### config.mk
export PLATFORM = sky130hd
export DESIGN_NAME = sd_card_spi_host_sequencer
export DESIGN_NICKNAME = d
export VERILOG_FILES = /design/src/rtl/sdh_pkg.sv /design/src/rtl/sdh_core.sv /design/src/rtl/sd_card_spi_host_sequencer.sv
export VERILOG_INCLUDE_DIRS = /design/src /design/src/rtl
export SDC_FILE = /design/constraint.sdc
export NUM_CORES = 1
export LEC_CHECK = 0
export ABC_AREA = 1
export BUFFER_PORTS_ARGS = -buffer_cell sky130_fd_sc_hd__buf_2
export CAP_MARGIN = 20
export CORE_MARGIN = 4
export CORE_UTILIZATION = 50
export CTS_CLUSTER_SIZE = 14
export DETAILED_ROUTE_END_ITERATION = 12
export PLACE_DENSITY_LB_ADDON = 0.1
export SLEW_MARGIN = 30
export SYNTH_ARGS = -nofsm -noshare
export SYNTH_HDL_FRONTEND = slang
export SYNTH_SLANG_ARGS = --single-unit
### constraint.sdc
create_clock -name clk -period 3.4 [get_ports clk]
set_clock_uncertainty 0.1 [all_clocks]
set_input_delay 0 -clock clk [delete_from_list [all_inputs] [get_ports clk]]
set_output_delay 0 -clock clk [all_outputs]
set_load 0.005 [all_outputs]
### src/rtl/sd_card_spi_host_sequencer_macros.svh
// Assertion macros for the SD card SPI host sequencer
`ifndef SD_CARD_SPI_HOST_SEQUENCER_MACROS_SVH
`define SD_CARD_SPI_HOST_SEQUENCER_MACROS_SVH
`ifndef SYNTH
`define SDH_ASSERT_IMPL(label, clk, rst_n, ante, cons, msg) \
  label: assert property (@(posedge clk) disable iff (!rst_n) (ante) |-> (cons)) \
    else $error(msg);
`define SDH_ASSERT_NEXT(label, clk, rst_n, ante, cons, msg) \
  label: assert property (@(posedge clk) disable iff (!rst_n) (ante) |=> (cons)) \
    else $error(msg);
`else
`define SDH_ASSERT_IMPL(label, clk, rst_n, ante, cons, msg)
`define SDH_ASSERT_NEXT(label, clk, rst_n, ante, cons, msg)
`endif
`endif

### src/rtl/sdh_pkg.sv
// Types and constants shared by the SD card SPI host sequencer
package sdh_pkg;
  localparam logic [1:0] FUNC_INIT  = 2'd0;
  localparam logic [1:0] FUNC_READ  = 2'd1;
  localparam logic [1:0] FUNC_WRITE = 2'd2;
  localparam logic [1:0] FUNC_XFER  = 2'd3;

  localparam logic [1:0] CFG_IDLE_RETRY = 2'd0;
  localparam logic [1:0] CFG_INIT_RETRY = 2'd1;
  localparam logic [1:0] CFG_RESP_WAIT  = 2'd2;
  localparam logic [1:0] CFG_DATA_WAIT  = 2'd3;

  localparam logic [2:0] ST_OK        = 3'd0;
  localparam logic [2:0] ST_NO_IDLE   = 3'd1;
  localparam logic [2:0] ST_INIT_TO   = 3'd2;
  localparam logic [2:0] ST_CMD_REJ   = 3'd3;
  localparam logic [2:0] ST_TOKEN_TO  = 3'd4;
  localparam logic [2:0] ST_WR_REJ    = 3'd5;
  localparam logic [2:0] ST_BUSY_TO   = 3'd6;

  localparam logic [1:0] CT_UNKNOWN = 2'd0;
  localparam logic [1:0] CT_V1      = 2'd1;
  localparam logic [1:0] CT_HC      = 2'd2;
  localparam logic [1:0] CT_V2SC    = 2'd3;

  localparam logic [5:0] CMD_GO_IDLE = 6'd0;
  localparam logic [5:0] CMD_IF_COND = 6'd8;
  localparam logic [5:0] CMD_READ1   = 6'd17;
  localparam logic [5:0] CMD_WRITE1  = 6'd24;
  localparam logic [5:0] CMD_OP_COND = 6'd41;
  localparam logic [5:0] CMD_APP     = 6'd55;
  localparam logic [5:0] CMD_READ_OCR = 6'd58;

  localparam logic [31:0] ARG_IF_COND = 32'h0000_01AA;
  localparam logic [31:0] ARG_HCS     = 32'h4000_0000;
  localparam logic [7:0]  CMD_START   = 8'h40;
  localparam logic [7:0]  CRC_IF_COND = 8'h87;
  localparam logic [7:0]  CRC_DEFAULT = 8'h95;
  localparam logic [7:0]  TOKEN_START = 8'hFE;
  localparam logic [7:0]  DRESP_MASK  = 8'h1F;
  localparam logic [7:0]  DRESP_OK    = 8'h05;
  localparam logic [7:0]  IDLE_BYTE   = 8'hFF;
  localparam int          ADDR_SHIFT  = 9;

  // one-hot phase codes
  typedef enum logic [16:0] {
    PH_IDLE  = 17'h00001, PH_DUMMY = 17'h00002, PH_CSEND = 17'h00004,
    PH_CRESP = 17'h00008, PH_COCR  = 17'h00010, PH_CTAIL = 17'h00020,
    PH_GAP0  = 17'h00040, PH_RTOK  = 17'h00080, PH_RDAT  = 17'h00100,
    PH_RCRC  = 17'h00200, PH_WTOK  = 17'h00400, PH_WDAT  = 17'h00800,
    PH_WCRC  = 17'h01000, PH_WRESP = 17'h02000, PH_BUSY1 = 17'h04000,
    PH_WGAP  = 17'h08000, PH_BUSY2 = 17'h10000
  } phase_t;

  typedef struct packed {
    logic [1:0]  func;
    logic [31:0] block_addr;
    logic [7:0]  rx_byte;
    logic [7:0]  wr_data;
  } in_item_t;

  typedef struct packed {
    logic        tx_valid;
    logic [7:0]  tx_byte;
    logic        cs_active;
    logic        rd_valid;
    logic [7:0]  rd_data;
    logic        wr_need;
    logic        done_res;
    logic [2:0]  status;
    logic [7:0]  card_response;
    logic [1:0]  card_type;
  } out_item_t;

  typedef struct packed {
    logic [7:0]  idle_retry_limit;
    logic [7:0]  init_retry_limit;
    logic [7:0]  response_wait_limit;
    logic [15:0] data_wait_limit;
  } cfg_regs_t;
endpackage

### src/rtl/sdh_core.sv
// Sequencer state machine: one SPI byte exchange per request
module sdh_core #(
  parameter int BLOCK_BYTES = 512
) (
  input  logic              clk,
  input  logic              rst_n,
  input  logic              step,
  input  sdh_pkg::in_item_t item,
  input  sdh_pkg::cfg_regs_t cfg,
  output sdh_pkg::out_item_t res,
  output logic              busy
);
  import sdh_pkg::*;

  localparam int BW = $clog2(BLOCK_BYTES + 1);

  phase_t      phase_r, phase_nxt;
  logic [BW-1:0] byte_count_r, byte_count_nxt;
  logic [15:0] wait_count_r, wait_count_nxt;
  logic [7:0]  attempt_r, attempt_nxt;
  logic [2:0]  frame_idx_r, frame_idx_nxt;
  logic [31:0] frame_arg_r, frame_arg_nxt;
  logic [7:0]  last_r1_r, last_r1_nxt;
  logic        hc_r, hc_nxt, v2_r, v2_nxt;
  logic [1:0]  card_kind_r, card_kind_nxt;
  logic [5:0]  cur_cmd_r, cur_cmd_nxt;
  logic [7:0]  rx;
  logic [7:0]  att_inc;
  logic        wait_exp;
  logic [BW-1:0] bc_inc;

  assign busy = (phase_r != PH_IDLE);
  assign rx = item.rx_byte;
  assign att_inc = attempt_r + 8'd1;
  assign bc_inc = byte_count_r + BW'(1);
  assign wait_exp = ({1'b0, wait_count_r} > {1'b0, cfg.data_wait_limit})
                    || (wait_count_r == 16'hFFFF);

  // frame byte for a given index of the current command
  function automatic logic [7:0] frame_byte(input logic [5:0] cmd, input logic [31:0] arg,
                                            input logic [2:0] idx);
    logic [7:0] b;
    unique case (idx)
      3'd0: b = {2'b00, cmd} | CMD_START;
      3'd1: b = arg[31:24];
      3'd2: b = arg[23:16];
      3'd3: b = arg[15:8];
      3'd4: b = arg[7:0];
      default: b = (cmd == CMD_IF_COND) ? CRC_IF_COND : CRC_DEFAULT;
    endcase
    return b;
  endfunction

  always_comb begin
    logic       do_send;
    logic [5:0] s_cmd;
    logic [31:0] s_arg;
    phase_nxt = phase_r; byte_count_nxt = byte_count_r; wait_count_nxt = wait_count_r;
    attempt_nxt = attempt_r; frame_idx_nxt = frame_idx_r; frame_arg_nxt = frame_arg_r;
    last_r1_nxt = last_r1_r; hc_nxt = hc_r; v2_nxt = v2_r; card_kind_nxt = card_kind_r;
    cur_cmd_nxt = cur_cmd_r;
    res = '0;
    do_send = 1'b0; s_cmd = CMD_GO_IDLE; s_arg = '0;

    if (item.func != FUNC_XFER) begin
      if (phase_r == PH_IDLE) begin
        if (item.func == FUNC_INIT) begin
          phase_nxt = PH_DUMMY; byte_count_nxt = '0;
          res.tx_valid = 1'b1; res.tx_byte = IDLE_BYTE;
        end else begin
          do_send = 1'b1;
          s_cmd = (item.func == FUNC_READ) ? CMD_READ1 : CMD_WRITE1;
          s_arg = item.block_addr;
        end
      end
    end else begin
      unique case (phase_r)
        PH_DUMMY: begin
          byte_count_nxt = bc_inc;
          if (bc_inc < BW'(10)) begin
            res.tx_valid = 1'b1; res.tx_byte = IDLE_BYTE;
          end else begin
            attempt_nxt = '0; do_send = 1'b1; s_cmd = CMD_GO_IDLE;
          end
        end
        PH_CSEND: begin
          frame_idx_nxt = frame_idx_r + 3'd1;
          res.tx_valid = 1'b1; res.cs_active = 1'b1;
          if (frame_idx_r < 3'd5) begin
            res.tx_byte = frame_byte(cur_cmd_r, frame_arg_r, frame_idx_r + 3'd1);
          end else begin
            phase_nxt = PH_CRESP; wait_count_nxt = '0; res.tx_byte = IDLE_BYTE;
          end
        end
        PH_CRESP: begin
          res.tx_valid = 1'b1; res.cs_active = 1'b1; res.tx_byte = IDLE_BYTE;
          if (rx == IDLE_BYTE && wait_count_r <= {8'd0, cfg.response_wait_limit}) begin
            wait_count_nxt = wait_count_r + 16'd1;
          end else begin
            last_r1_nxt = rx;
            if (rx == 8'd0 && cur_cmd_r == CMD_READ_OCR) begin
              phase_nxt = PH_COCR; byte_count_nxt = '0;
            end else begin
              phase_nxt = PH_CTAIL;
            end
          end
        end
        PH_COCR: begin
          if (byte_count_r == '0) hc_nxt = rx[6];
          byte_count_nxt = bc_inc;
          if (bc_inc >= BW'(4)) phase_nxt = PH_CTAIL;
          res.tx_valid = 1'b1; res.cs_active = 1'b1; res.tx_byte = IDLE_BYTE;
        end
        PH_CTAIL: begin
          priority case (cur_cmd_r)
            CMD_GO_IDLE: begin
              attempt_nxt = att_inc;
              if (att_inc > cfg.idle_retry_limit || att_inc == 8'd0) begin
                phase_nxt = PH_IDLE; res.done_res = 1'b1; res.status = ST_NO_IDLE;
              end else if (last_r1_r == 8'd1) begin
                phase_nxt = PH_GAP0; byte_count_nxt = '0;
                res.tx_valid = 1'b1; res.tx_byte = IDLE_BYTE;
              end else begin
                do_send = 1'b1; s_cmd = CMD_GO_IDLE;
              end
            end
            CMD_IF_COND: begin
              attempt_nxt = att_inc;
              if (att_inc > cfg.init_retry_limit || att_inc == 8'd0) begin
                v2_nxt = 1'b0; card_kind_nxt = CT_V1; attempt_nxt = '0;
                do_send = 1'b1; s_cmd = CMD_APP;
              end else if (last_r1_r == 8'd1) begin
                attempt_nxt = '0; do_send = 1'b1; s_cmd = CMD_APP;
              end else begin
                do_send = 1'b1; s_cmd = CMD_IF_COND; s_arg = ARG_IF_COND;
              end
            end
            CMD_APP: begin
              do_send = 1'b1; s_cmd = CMD_OP_COND; s_arg = ARG_HCS;
            end
            CMD_OP_COND: begin
              attempt_nxt = att_inc;
              if (att_inc > cfg.init_retry_limit || att_inc == 8'd0) begin
                phase_nxt = PH_IDLE; res.done_res = 1'b1; res.status = ST_INIT_TO;
              end else if (last_r1_r == 8'd0) begin
                hc_nxt = 1'b0;
                if (v2_r) begin
                  attempt_nxt = '0; do_send = 1'b1; s_cmd = CMD_READ_OCR;
                end else begin
                  phase_nxt = PH_IDLE; res.done_res = 1'b1;
                end
              end else begin
                do_send = 1'b1; s_cmd = CMD_APP;
              end
            end
            CMD_READ_OCR: begin
              attempt_nxt = att_inc;
              if (att_inc > cfg.init_retry_limit || att_inc == 8'd0) begin
                card_kind_nxt = CT_UNKNOWN; phase_nxt = PH_IDLE; res.done_res = 1'b1;
              end else if (last_r1_r == 8'd0) begin
                card_kind_nxt = hc_r ? CT_HC : CT_V2SC;
                phase_nxt = PH_IDLE; res.done_res = 1'b1;
              end else begin
                do_send = 1'b1; s_cmd = CMD_READ_OCR;
              end
            end
            CMD_READ1: begin
              if (last_r1_r != 8'd0) begin
                phase_nxt = PH_IDLE; res.done_res = 1'b1; res.status = ST_CMD_REJ;
                res.card_response = last_r1_r;
              end else begin
                phase_nxt = PH_RTOK; wait_count_nxt = '0;
                res.tx_valid = 1'b1; res.cs_active = 1'b1; res.tx_byte = IDLE_BYTE;
              end
            end
            default: begin
              if (last_r1_r != 8'd0) begin
                phase_nxt = PH_IDLE; res.done_res = 1'b1; res.status = ST_CMD_REJ;
                res.card_response = last_r1_r;
              end else begin
                phase_nxt = PH_WTOK;
                res.tx_valid = 1'b1; res.cs_active = 1'b1; res.tx_byte = TOKEN_START;
                res.wr_need = 1'b1;
              end
            end
          endcase
        end
        PH_GAP0: begin
          byte_count_nxt = bc_inc;
          if (bc_inc < BW'(2)) begin
            res.tx_valid = 1'b1; res.tx_byte = IDLE_BYTE;
          end else begin
            attempt_nxt = '0; v2_nxt = 1'b1;
            do_send = 1'b1; s_cmd = CMD_IF_COND; s_arg = ARG_IF_COND;
          end
        end
        PH_RTOK: begin
          if (rx == TOKEN_START) begin
            phase_nxt = PH_RDAT; byte_count_nxt = '0;
            res.tx_valid = 1'b1; res.cs_active = 1'b1; res.tx_byte = IDLE_BYTE;
          end else if (wait_exp) begin
            phase_nxt = PH_IDLE; res.done_res = 1'b1; res.status = ST_TOKEN_TO;
          end else begin
            wait_count_nxt = wait_count_r + 16'd1;
            res.tx_valid = 1'b1; res.cs_active = 1'b1; res.tx_byte = IDLE_BYTE;
          end
        end
        PH_RDAT: begin
          res.rd_valid = 1'b1; res.rd_data = rx;
          byte_count_nxt = bc_inc;
          if (bc_inc >= BW'(BLOCK_BYTES)) begin
            phase_nxt = PH_RCRC; byte_count_nxt = '0;
          end
          res.tx_valid = 1'b1; res.cs_active = 1'b1; res.tx_byte = IDLE_BYTE;
        end
        PH_RCRC: begin
          byte_count_nxt = bc_inc;
          if (bc_inc < BW'(3)) begin
            res.tx_valid = 1'b1; res.cs_active = 1'b1; res.tx_byte = IDLE_BYTE;
          end else begin
            phase_nxt = PH_IDLE; res.done_res = 1'b1;
          end
        end
        PH_WTOK: begin
          phase_nxt = PH_WDAT; byte_count_nxt = '0;
          res.tx_valid = 1'b1; res.cs_active = 1'b1; res.tx_byte = item.wr_data;
          res.wr_need = (BLOCK_BYTES > 1);
        end
        PH_WDAT: begin
          byte_count_nxt = bc_inc;
          res.tx_valid = 1'b1; res.cs_active = 1'b1;
          if (bc_inc < BW'(BLOCK_BYTES)) begin
            res.tx_byte = item.wr_data;
            res.wr_need = (bc_inc < BW'(BLOCK_BYTES - 1));
          end else begin
            phase_nxt = PH_WCRC; byte_count_nxt = '0; res.tx_byte = IDLE_BYTE;
          end
        end
        PH_WCRC: begin
          byte_count_nxt = bc_inc;
          if (bc_inc >= BW'(2)) phase_nxt = PH_WRESP;
          res.tx_valid = 1'b1; res.cs_active = 1'b1; res.tx_byte = IDLE_BYTE;
        end
        PH_WRESP: begin
          if ((rx & DRESP_MASK) != DRESP_OK) begin
            phase_nxt = PH_IDLE; res.done_res = 1'b1; res.status = ST_WR_REJ;
            res.card_response = rx;
          end else begin
            phase_nxt = PH_BUSY1; wait_count_nxt = '0;
            res.tx_valid = 1'b1; res.cs_active = 1'b1; res.tx_byte = IDLE_BYTE;
          end
        end
        PH_BUSY1, PH_BUSY2: begin
          if (rx != 8'd0) begin
            if (phase_r == PH_BUSY1) begin
              phase_nxt = PH_WGAP; res.tx_valid = 1'b1; res.tx_byte = IDLE_BYTE;
            end else begin
              phase_nxt = PH_IDLE; res.done_res = 1'b1;
            end
          end else if (wait_exp) begin
            phase_nxt = PH_IDLE; res.done_res = 1'b1; res.status = ST_BUSY_TO;
          end else begin
            wait_count_nxt = wait_count_r + 16'd1;
            res.tx_valid = 1'b1; res.cs_active = 1'b1; res.tx_byte = IDLE_BYTE;
          end
        end
        PH_WGAP: begin
          phase_nxt = PH_BUSY2;
          res.tx_valid = 1'b1; res.cs_active = 1'b1; res.tx_byte = IDLE_BYTE;
        end
        default: ;
      endcase
    end

    // start a command frame
    if (do_send) begin
      cur_cmd_nxt = s_cmd;
      frame_arg_nxt = (!hc_nxt && (s_cmd == CMD_READ1 || s_cmd == CMD_WRITE1))
                      ? (s_arg << ADDR_SHIFT) : s_arg;
      phase_nxt = PH_CSEND; frame_idx_nxt = '0;
      res.tx_valid = 1'b1; res.cs_active = 1'b1;
      res.tx_byte = {2'b00, s_cmd} | CMD_START;
    end
    res.card_type = card_kind_nxt;
  end

  // advance state on each accepted request
  always_ff @(posedge clk) begin
    if (!rst_n) begin
      phase_r <= PH_IDLE; byte_count_r <= '0; wait_count_r <= '0; attempt_r <= '0;
      frame_idx_r <= '0; frame_arg_r <= '0; last_r1_r <= 8'hFF; hc_r <= 1'b0;
      v2_r <= 1'b1; card_kind_r <= CT_UNKNOWN; cur_cmd_r <= CMD_GO_IDLE;
    end else if (step) begin
      phase_r <= phase_nxt; byte_count_r <= byte_count_nxt; wait_count_r <= wait_count_nxt;
      attempt_r <= attempt_nxt; frame_idx_r <= frame_idx_nxt; frame_arg_r <= frame_arg_nxt;
      last_r1_r <= last_r1_nxt; hc_r <= hc_nxt; v2_r <= v2_nxt;
      card_kind_r <= card_kind_nxt; cur_cmd_r <= cur_cmd_nxt;
    end
  end
endmodule

### src/rtl/sd_card_spi_host_sequencer.sv
// Result: a request's result is registered and offered in the cycle after acceptance.
// Throughput: one request per cycle; the output register is refilled while it
// is drained, so in_ready follows only whether the result slot can be freed.
// Reset: synchronous active-low rst_n returns the sequencer to idle, config
// registers to their defaults and empties the result register.
// Top level: config registers, request/result handshake, sequencer core.
`include "sd_card_spi_host_sequencer_macros.svh"
module sd_card_spi_host_sequencer #(
  parameter int BLOCK_BYTES = 512
) (
  input  logic               clk,
  input  logic               rst_n,
  input  logic               in_valid,
  output logic               in_ready,
  input  sdh_pkg::in_item_t  in_data,
  output logic               out_valid,
  input  logic               out_ready,
  output sdh_pkg::out_item_t out_data,
  input  logic               cfg_we,
  input  logic [1:0]         cfg_index,
  input  logic [15:0]        cfg_wdata
);
  import sdh_pkg::*;

  cfg_regs_t  cfg_r;
  out_item_t  res;
  out_item_t  out_data_r;
  logic       out_valid_r;
  logic       step;
  logic       core_busy;

  // write configuration registers
  always_ff @(posedge clk) begin
    if (!rst_n) begin
      cfg_r.idle_retry_limit    <= 8'd32;
      cfg_r.init_retry_limit    <= 8'd254;
      cfg_r.response_wait_limit <= 8'd254;
      cfg_r.data_wait_limit     <= 16'd65534;
    end else if (cfg_we) begin
      unique case (cfg_index)
        CFG_IDLE_RETRY: cfg_r.idle_retry_limit    <= cfg_wdata[7:0];
        CFG_INIT_RETRY: cfg_r.init_retry_limit    <= cfg_wdata[7:0];
        CFG_RESP_WAIT:  cfg_r.response_wait_limit <= cfg_wdata[7:0];
        default:        cfg_r.data_wait_limit     <= cfg_wdata;
      endcase
    end
  end

  assign in_ready = !out_valid_r || out_ready;
  assign step = in_valid && in_ready;

  sdh_core #(.BLOCK_BYTES(BLOCK_BYTES)) u_core (
    .clk(clk), .rst_n(rst_n), .step(step), .item(in_data), .cfg(cfg_r),
    .res(res), .busy(core_busy)
  );

  // hold the result until taken
  always_ff @(posedge clk) begin
    if (!rst_n) begin
      out_valid_r <= 1'b0;
    end else if (in_ready) begin
      out_valid_r <= in_valid;
    end
  end

  always_ff @(posedge clk) begin
    if (step) out_data_r <= res;
  end

  assign out_valid = out_valid_r;
  assign out_data = out_data_r;

  `SDH_ASSERT_NEXT(a_step_fills, clk, rst_n, step, out_valid, "accepted request left no result")
  `SDH_ASSERT_NEXT(a_stall_holds, clk, rst_n, out_valid && !out_ready, out_valid && $stable(out_data), "stalled result lost")
  `SDH_ASSERT_IMPL(a_done_idle, clk, rst_n, step && res.done_res, !res.tx_valid, "done result starts an exchange")
  `SDH_ASSERT_NEXT(a_done_to_idle, clk, rst_n, step && res.done_res, !core_busy, "sequencer not idle after done")
endmodule
; ---- Word-level counts from Yosys, hierarchy flattened
; Cells that the tools add are included.
[word_totals]
word_cells = 339
register_bits = 179
in_bits = 73
out_inout_bits = 36
[classes]
n_bitwise = 4
n_eq_ne = 72
n_lt_le_gt_ge = 13
mux = 168
reduce_logical = 51
add_sub_neg = 4
[ops]
columns = cell, count
row1 = $mux 17, 21
row2 = $pmux 17 s13, 1
row3 = $mux 10, 17
row4 = $mux 32, 5
row5 = $mux 16, 9
row6 = $pmux 32 s2, 2
row7 = $mux 9, 12
row8 = $pmux 9 s11, 1
row9 = $pmux 16 s6, 1
row10 = $mux 8, 11
row11 = $pmux 17 s5, 1
row12 = $pmux 10 s7, 1
row13 = $mux 6, 11
row14 = $pmux 8 s3, 2
row15 = $pmux 8 s5, 1
row16 = $mux 1, 33
row17 = $pmux 9 s3, 1
row18 = $logic_not 8->1, 3
row19 = $mux 12, 2
row20 = $mux 4, 6
row21 = $ne 2x2->1 const B, 12
row22 = $pmux 6 s4, 1
row23 = $reduce_bool 8->1, 3
row24 = $mux 23, 1
row25 = 94 further kinds, 154

; ---- Depth between registers and ports, before layout
[depth]
depth_word = 11
depth_mapped = 25
mapped_depth_nobuf = 24

; ---- Modules after synthesis
; From an unflattened synthesis, not the netlist that was laid out.
[unflattened]
hier_cells = 1802
area_unflattened_um2 = 12126.6
[by_module_without_submodules]
columns = mod, area_per_inst_um2, instances, cells_per_inst, seq_area_each_um2
row1 = sdh_core, 9454.1, 1, 1552, 2082.0
row2 = sd_card_spi_host_sequencer, 2672.6, 1, 250, 1841.8

; ---- Least setup slack after synthesis
; OpenSTA, ideal clock, no wires.
[synth_timing]
kind = register -> register
start = register u_core.attempt_r[0]
end = register u_core.phase_r[16]
path_stages_with_launch = 24
t_required_ps = 3186
arrival_time_ps = 2771
setup_slack_ps = 415
n_path_buf = 2
period_less_slack_ps = 2985
setup_ps = 114
path_cell_list = dfxtp_1 nand3_2 nor2_1 nand3_1 xor2_1 inv_1 ha_1 nand2_1 nor2_1 nand3_1 nand2_1 nand2_2 nand3_1 nand2_1 nand2_1 nand2_1 nand2_2 nand3_4 nand2_4 nand2_2 buf_6 buf_8 a21oi_2 nor2_1
[synth_between]
elab_chain_len = 9
elab_cells_between_ends = 35
cone_classes = add/sub: 1 / order compare: 2 / eq/ne: 14 / mux: 13 / reduce/logical: 5
[synth_rtl]
columns = element, line_no
row1 = "start, declared", sdh_core.sv:20  ; logic [7:0] attempt_r, attempt_nxt;
row2 = "start signal, assigned", sdh_core.sv:295  ; attempt_r <= attempt_nxt; frame_idx_r <= frame_idx_nxt; frame_arg_r <= frame_arg_nxt;
row3 = $add 8x1->8 *, sdh_core.sv:34  ; assign att_inc = attempt_r + 8'd1;
row4 = $gt 8x8->1 (tied with other cells), "sdh_core.sv:129, sdh_core.sv:143, sdh_core.sv:158"
row5 = "$logic_or 1x1->1, on equally long branches", --
row6 = "$mux 1, on equally long branches", "sdh_core.sv:158, sdh_core.sv:118, sdh_core.sv:143"
row7 = $pmux 1 s4, sdh_core.sv:115  ; priority case (cur_cmd_r)
row8 = $pmux 1 s3, sdh_core.sv:77  ; unique case (phase_r)
row9 = $mux 1, sdh_core.sv:65  ; if (item.func != FUNC_XFER) begin
row10 = $reduce_bool 15->1 (no source line) (tied with other cells), --
row11 = $reduce_and 16->1 (no source line), --
row12 = "end signal, assigned", sdh_core.sv:294  ; phase_r <= phase_nxt; byte_count_r <= byte_count_nxt; wait_count_r <= wait_count_nxt;
row13 = "end, declared", sdh_core.sv:17  ; phase_t phase_r, phase_nxt;
; Every way passes the cells marked *; elsewhere a longest branch is shown, timed or not.
; A chain may end at the register's enable or synchronous reset.

; ---- Worst setup path after layout
[layout_timing]
start = register u_core.attempt_r[1]
end = register u_core.frame_arg_r[4]
[layout_between]
elab_chain_len = 11
elab_cells_between_ends = 33
cone_classes = add/sub: 1 / order compare: 2 / eq/ne: 2 / mux: 21 / reduce/logical: 7
[layout_rtl]
columns = element, line_no
row1 = $add 8x1->8 *, sdh_core.sv:34
row2 = $gt 8x8->1 / $logic_not 8->1 (equally long branches), --
row3 = $logic_or 1x1->1, "sdh_core.sv:129, sdh_core.sv:143, sdh_core.sv:158"
row4 = "$mux 6, on equally long branches", "sdh_core.sv:158, sdh_core.sv:129, sdh_core.sv:143"
row5 = $pmux 6 s4, sdh_core.sv:115
row6 = $pmux 6 s2, sdh_core.sv:77
row7 = $mux 6, sdh_core.sv:65
row8 = $eq 6x5->1, sdh_core.sv:278  ; frame_arg_nxt = (!hc_nxt && (s_cmd == CMD_READ1 || s_cmd == CMD_WRITE1))
row9 = $logic_or 1x1->1, sdh_core.sv:278
row10 = $logic_and 1x1->1, sdh_core.sv:278
row11 = $mux 32, sdh_core.sv:279  ; ? (s_arg << ADDR_SHIFT) : s_arg;
row12 = "end signal, assigned", sdh_core.sv:295
row13 = "end, declared", sdh_core.sv:22  ; logic [31:0] frame_arg_r, frame_arg_nxt;
; Marked as above.

==> summary.md <==
| Metric | Value |
|---|---|
| Worst endpoint data arrival time | 3.61 ns |
| Hold Startpoint | in_valid |
| Share of cells above drive strength 1 | 16.29% |
| Total grt overflow | 0 |
| GRT Resource Usage Total | 29.60% |
| Ports | 109 |
| Drc violations | 0 |
| # Max-Cap Violations | 0 |
| Rows | 56 |
| Main synth FF type | dfxtp_1 |
| Most frequent cells in the layout | 396 x nand2_1, 230 x inv_1, 169 x nor2_1 |
| Synth Cell Area | 11960 µm² |
| Leak | 6.687 nW |
| Worst-margin pin slew | 0.9133 ns |
| Clk pin slew, worst setup/hold paths | 0.07 ns |
| Final ANT Viol Nets | 0 |
| DRT Wirelength | 40460 µm |
| Min-Delay Path Class | primary input to flop |
| Most common cell after layout, fill and taps aside | nand2_1 |
| Area grow syn2layout | 23.86% |
| Cell Area, Placed | 13060 µm² |
| Fin crit share | 98.78% |
| Critical Path, Cell by Cell | nand3_4 -> nor2_4 -> nand3_2 -> xor2_2 -> inv_2 -> ha_4 -> nand2_4 -> nor2_4 -> nand4_1 -> nand2_2 -> nand3_2 -> nand2_1 -> nand2_1 -> nand2_1 -> nand2_2 -> nand3_4 -> nand2_8 -> nor2_4 -> buf_12 -> nand3b_1 -> a21oi_1 |
| Final WS setup | 0.04138 ns |
| RR Endpoint | u_core.frame_arg_r[4]$_SDFFE_PN0P_ |
| Total die area | 26470 µm² |
| First-pass GRT wire length | 63320 µm |
| Status | finished clean |
| Worst reg2reg path depth | 21 |
| VDD IR max | 0.3166 mV |
| Largest net degree at the start of global routing | 78 |
| TritonCTS clock tree | yes |
| Pre-CTS setup slack | -0.09430 ns |
| TritonCTS Sinks | 179 |
| Post-synth ARST share | 0% |
| Mean Syn Cell Area | 6.688 µm² |
| Starting Density | 50.97% |
| Reg-to-reg slack, setup | 0.04 ns |
| Final Util | 63.13% |
| Final hold viol count | 0 |
| Drt pass-1 iters | 6 |
| Detailed Place HPWL | 28920 µm |
| Max incr delay on CP | 0.39 ns |
| Fmax | 297.7 MHz |
| Drt wl/cell | 17.33 µm |
| RSZ-0062 raised after global routing | true |
| Final Max Tran Viols | 0 |
| Register area share after synthesis | 32.80% |
| Port bufs | 108 |
| Type of origin of the critical path | flop |
| Htree depth | 4 |
| Clk_lat worst skew | 0.45 ns |
| Post-Syn Nets | 1912 |
| Slowest cell on crit path | dfxtp_4 |
| Kind of critical path | flop to flop |
| Post-synthesis cell count | 1789 |
| CTS Buf Count | 17 |
| PwrDens | 477.1 nW/µm² |
| Core Region | 23470 µm² |
| Drt via density | 5.687 |
| CP Data Required Time | 3.66 ns |
| CTS Buffer Depth | 2 |
| Die X | 162.7 µm |
| Die Y | 162.7 µm |
| Number of synthesis warnings | 0 |
| GPL Wtd Cong | 0.9943 |
| Worst Setup End Kind | flop |
| Initial antenna violation count | 2 |
| Yosys cell types | 64 |
| Initial DRC Count | 1560 |
| Min Tclk post-route | 3.359 ns |
| Slew margin rel. | 39.03% |
| Worst r2r src | u_core.attempt_r[1]$_SDFFE_PN0P_ |
| Vias in the first global route | 11925 |
| WHS Path Cells | 5 |
| Nets | 2124 |
| Clock root buffer | clkbuf_16 |
| Final Setup Violations | 0 |
| Via count | 13273 |
| Post-synth EDFFs | 34 |
| Crit-path max FO | 8 |
| Synth Register Bits | 179 |
| Min-Delay Endpoint | u_core.card_kind_r[1]$_SDFFE_PN0P_ |
| Design area | 14820 µm² |
-- cells in the mapped netlist, drive strengths merged, types with 21 or more instances --
| cell type | count | area share (%) |
|---|---|---|
| edfxtp | 34 | 8.5 |
| nor2 | 182 | 6.0 |
| o21ai | 112 | 4.7 |
| inv | 246 | 7.7 |
| nor3 | 71 | 3.4 |
| clkbuf | 38 | 1.2 |
| dfxtp | 145 | 24 |
| nand2 | 416 | 13 |
| nor4 | 28 | 1.8 |
| nand3 | 122 | 5.3 |
| buf | 21 | 1.2 |
| o211ai | 30 | 1.9 |
| nand4 | 58 | 3.0 |
| ha | 50 | 5.2 |
| a21oi | 144 | 6.3 |
-- layer usage --
metal  vias to the layer above  GRT usage, %  routed length, µm
li1                       6451             -                  -
met3                        85         5.214               3328
met1                      6127         42.99              18340
met2                       608         45.83              17950
met4                         2         7.396                825
met5                         -             0                 12
-- registers in the layout, indices dropped and copies added (netlist names), 2 cells and up --
signal	flops
cfg_r	40
out_data	34
u_core.frame_arg_r	32
u_core.phase_r	17
u_core.wait_count_r	16
u_core.byte_count_r	10
u_core.attempt_r	8
u_core.last_r1_r	8
u_core.cur_cmd_r	6
u_core.frame_idx_r	3
u_core.card_kind_r	2
-- logic make-up after synthesis --
family	after synthesis	synth area share, %
AND/OR/NAND/NOR	901	34.35
AO/OA/AOI/OAI	340	16.58
buffers and inverters	308	10.23
flip-flops	179	32.80
adder cells (fa/ha/maj)	50	5.229
XOR/XNOR	10	0.7321
multiplexers	1	0.08367
-- power breakdown --
part | total (mW) | switching (mW) | internal [mW]
logic | 2.55 | 1.73 | 0.819
registers | 2.48 | 0.132 | 2.35
clock network | 2.04 | 0.956 | 1.08
-- critical path: cells and delay by family (launching register included) --
family | cells | cell delay [ns]
XOR/XNOR | 1 | 0.21
AO/OA/AOI/OAI | 1 | 0.21
adder cells (fa/ha/maj) | 1 | 0.29
AND/OR/NAND/NOR | 16 | 1.81
buffers and inverters | 2 | 0.26
flip-flops | 1 | 0.39
-- per-stage QoR --
| stage | hold slack, ns | total power [mW] | instances | TNS, ns |
|---|---|---|---|---|
| 5_1_grt | 0.03516 | 7.446 | 2333 | -1.101 |
| 2_1_floorplan | 0.001597 | 4.122 | 1789 | 0 |
| 3_3_place_gp | 0.1120 | 4.735 | 2211 | 0 |
| 4_1_cts | 0.01250 | 6.885 | 2318 | -0.01471 |
| 3_5_place_dp | 0.1181 | 4.767 | 2211 | -0.3949 |
| 6_report | 0.03096 | 7.070 | 2334 | 0 |
-- worst max-delay path by stage --
stage	cells past startpoint	slack [ns]	startpoint	endpoint
floorplan	23	0.42	u_core.attempt_r[0]$_SDFFE_PN0P_	u_core.phase_r[16]$_SDFFE_PN0P_
CTS	18	-0.01	u_core.attempt_r[1]$_SDFFE_PN0P_	u_core.frame_arg_r[16]$_SDFFE_PN0P_
detailed placement	22	-0.09	u_core.attempt_r[1]$_SDFFE_PN0P_	u_core.phase_r[2]$_SDFFE_PN0P_
finish	21	0.04	u_core.attempt_r[1]$_SDFFE_PN0P_	u_core.frame_arg_r[4]$_SDFFE_PN0P_
global placement	22	0.07	u_core.attempt_r[1]$_SDFFE_PN0P_	u_core.phase_r[8]$_SDFFE_PN0P_
global route	21	-0.15	u_core.attempt_r[0]$_SDFFE_PN0P_	u_core.frame_arg_r[4]$_SDFFE_PN0P_
-- layout make-up --
| class | count | area (µm²) |
|---|---|---|
| Timing Repair Buffer | 252 | 1901 |
| Clock buffer | 19 | 454.2 |
| Clock inverter | 13 | 132.6 |
| Tap cell | 319 | 399.1 |
| Inverter | 249 | 945.9 |
| Multi-Input combinational cell | 1302 | 7048 |
| Fill cell | 2195 | 8655 |
| Antenna cell | 1 | 2.502 |
| Sequential cell | 179 | 3935 |
-- timing repair --
action,CTS,global route
resized for setup,3,61
hold endpoints to repair,104,0
pin swaps,1,23
endpoints found under the setup margin,23,91
buffers inserted,1,11
cloned,0,4
hold buffers,74,0
(Power assumes the default switching activity.)
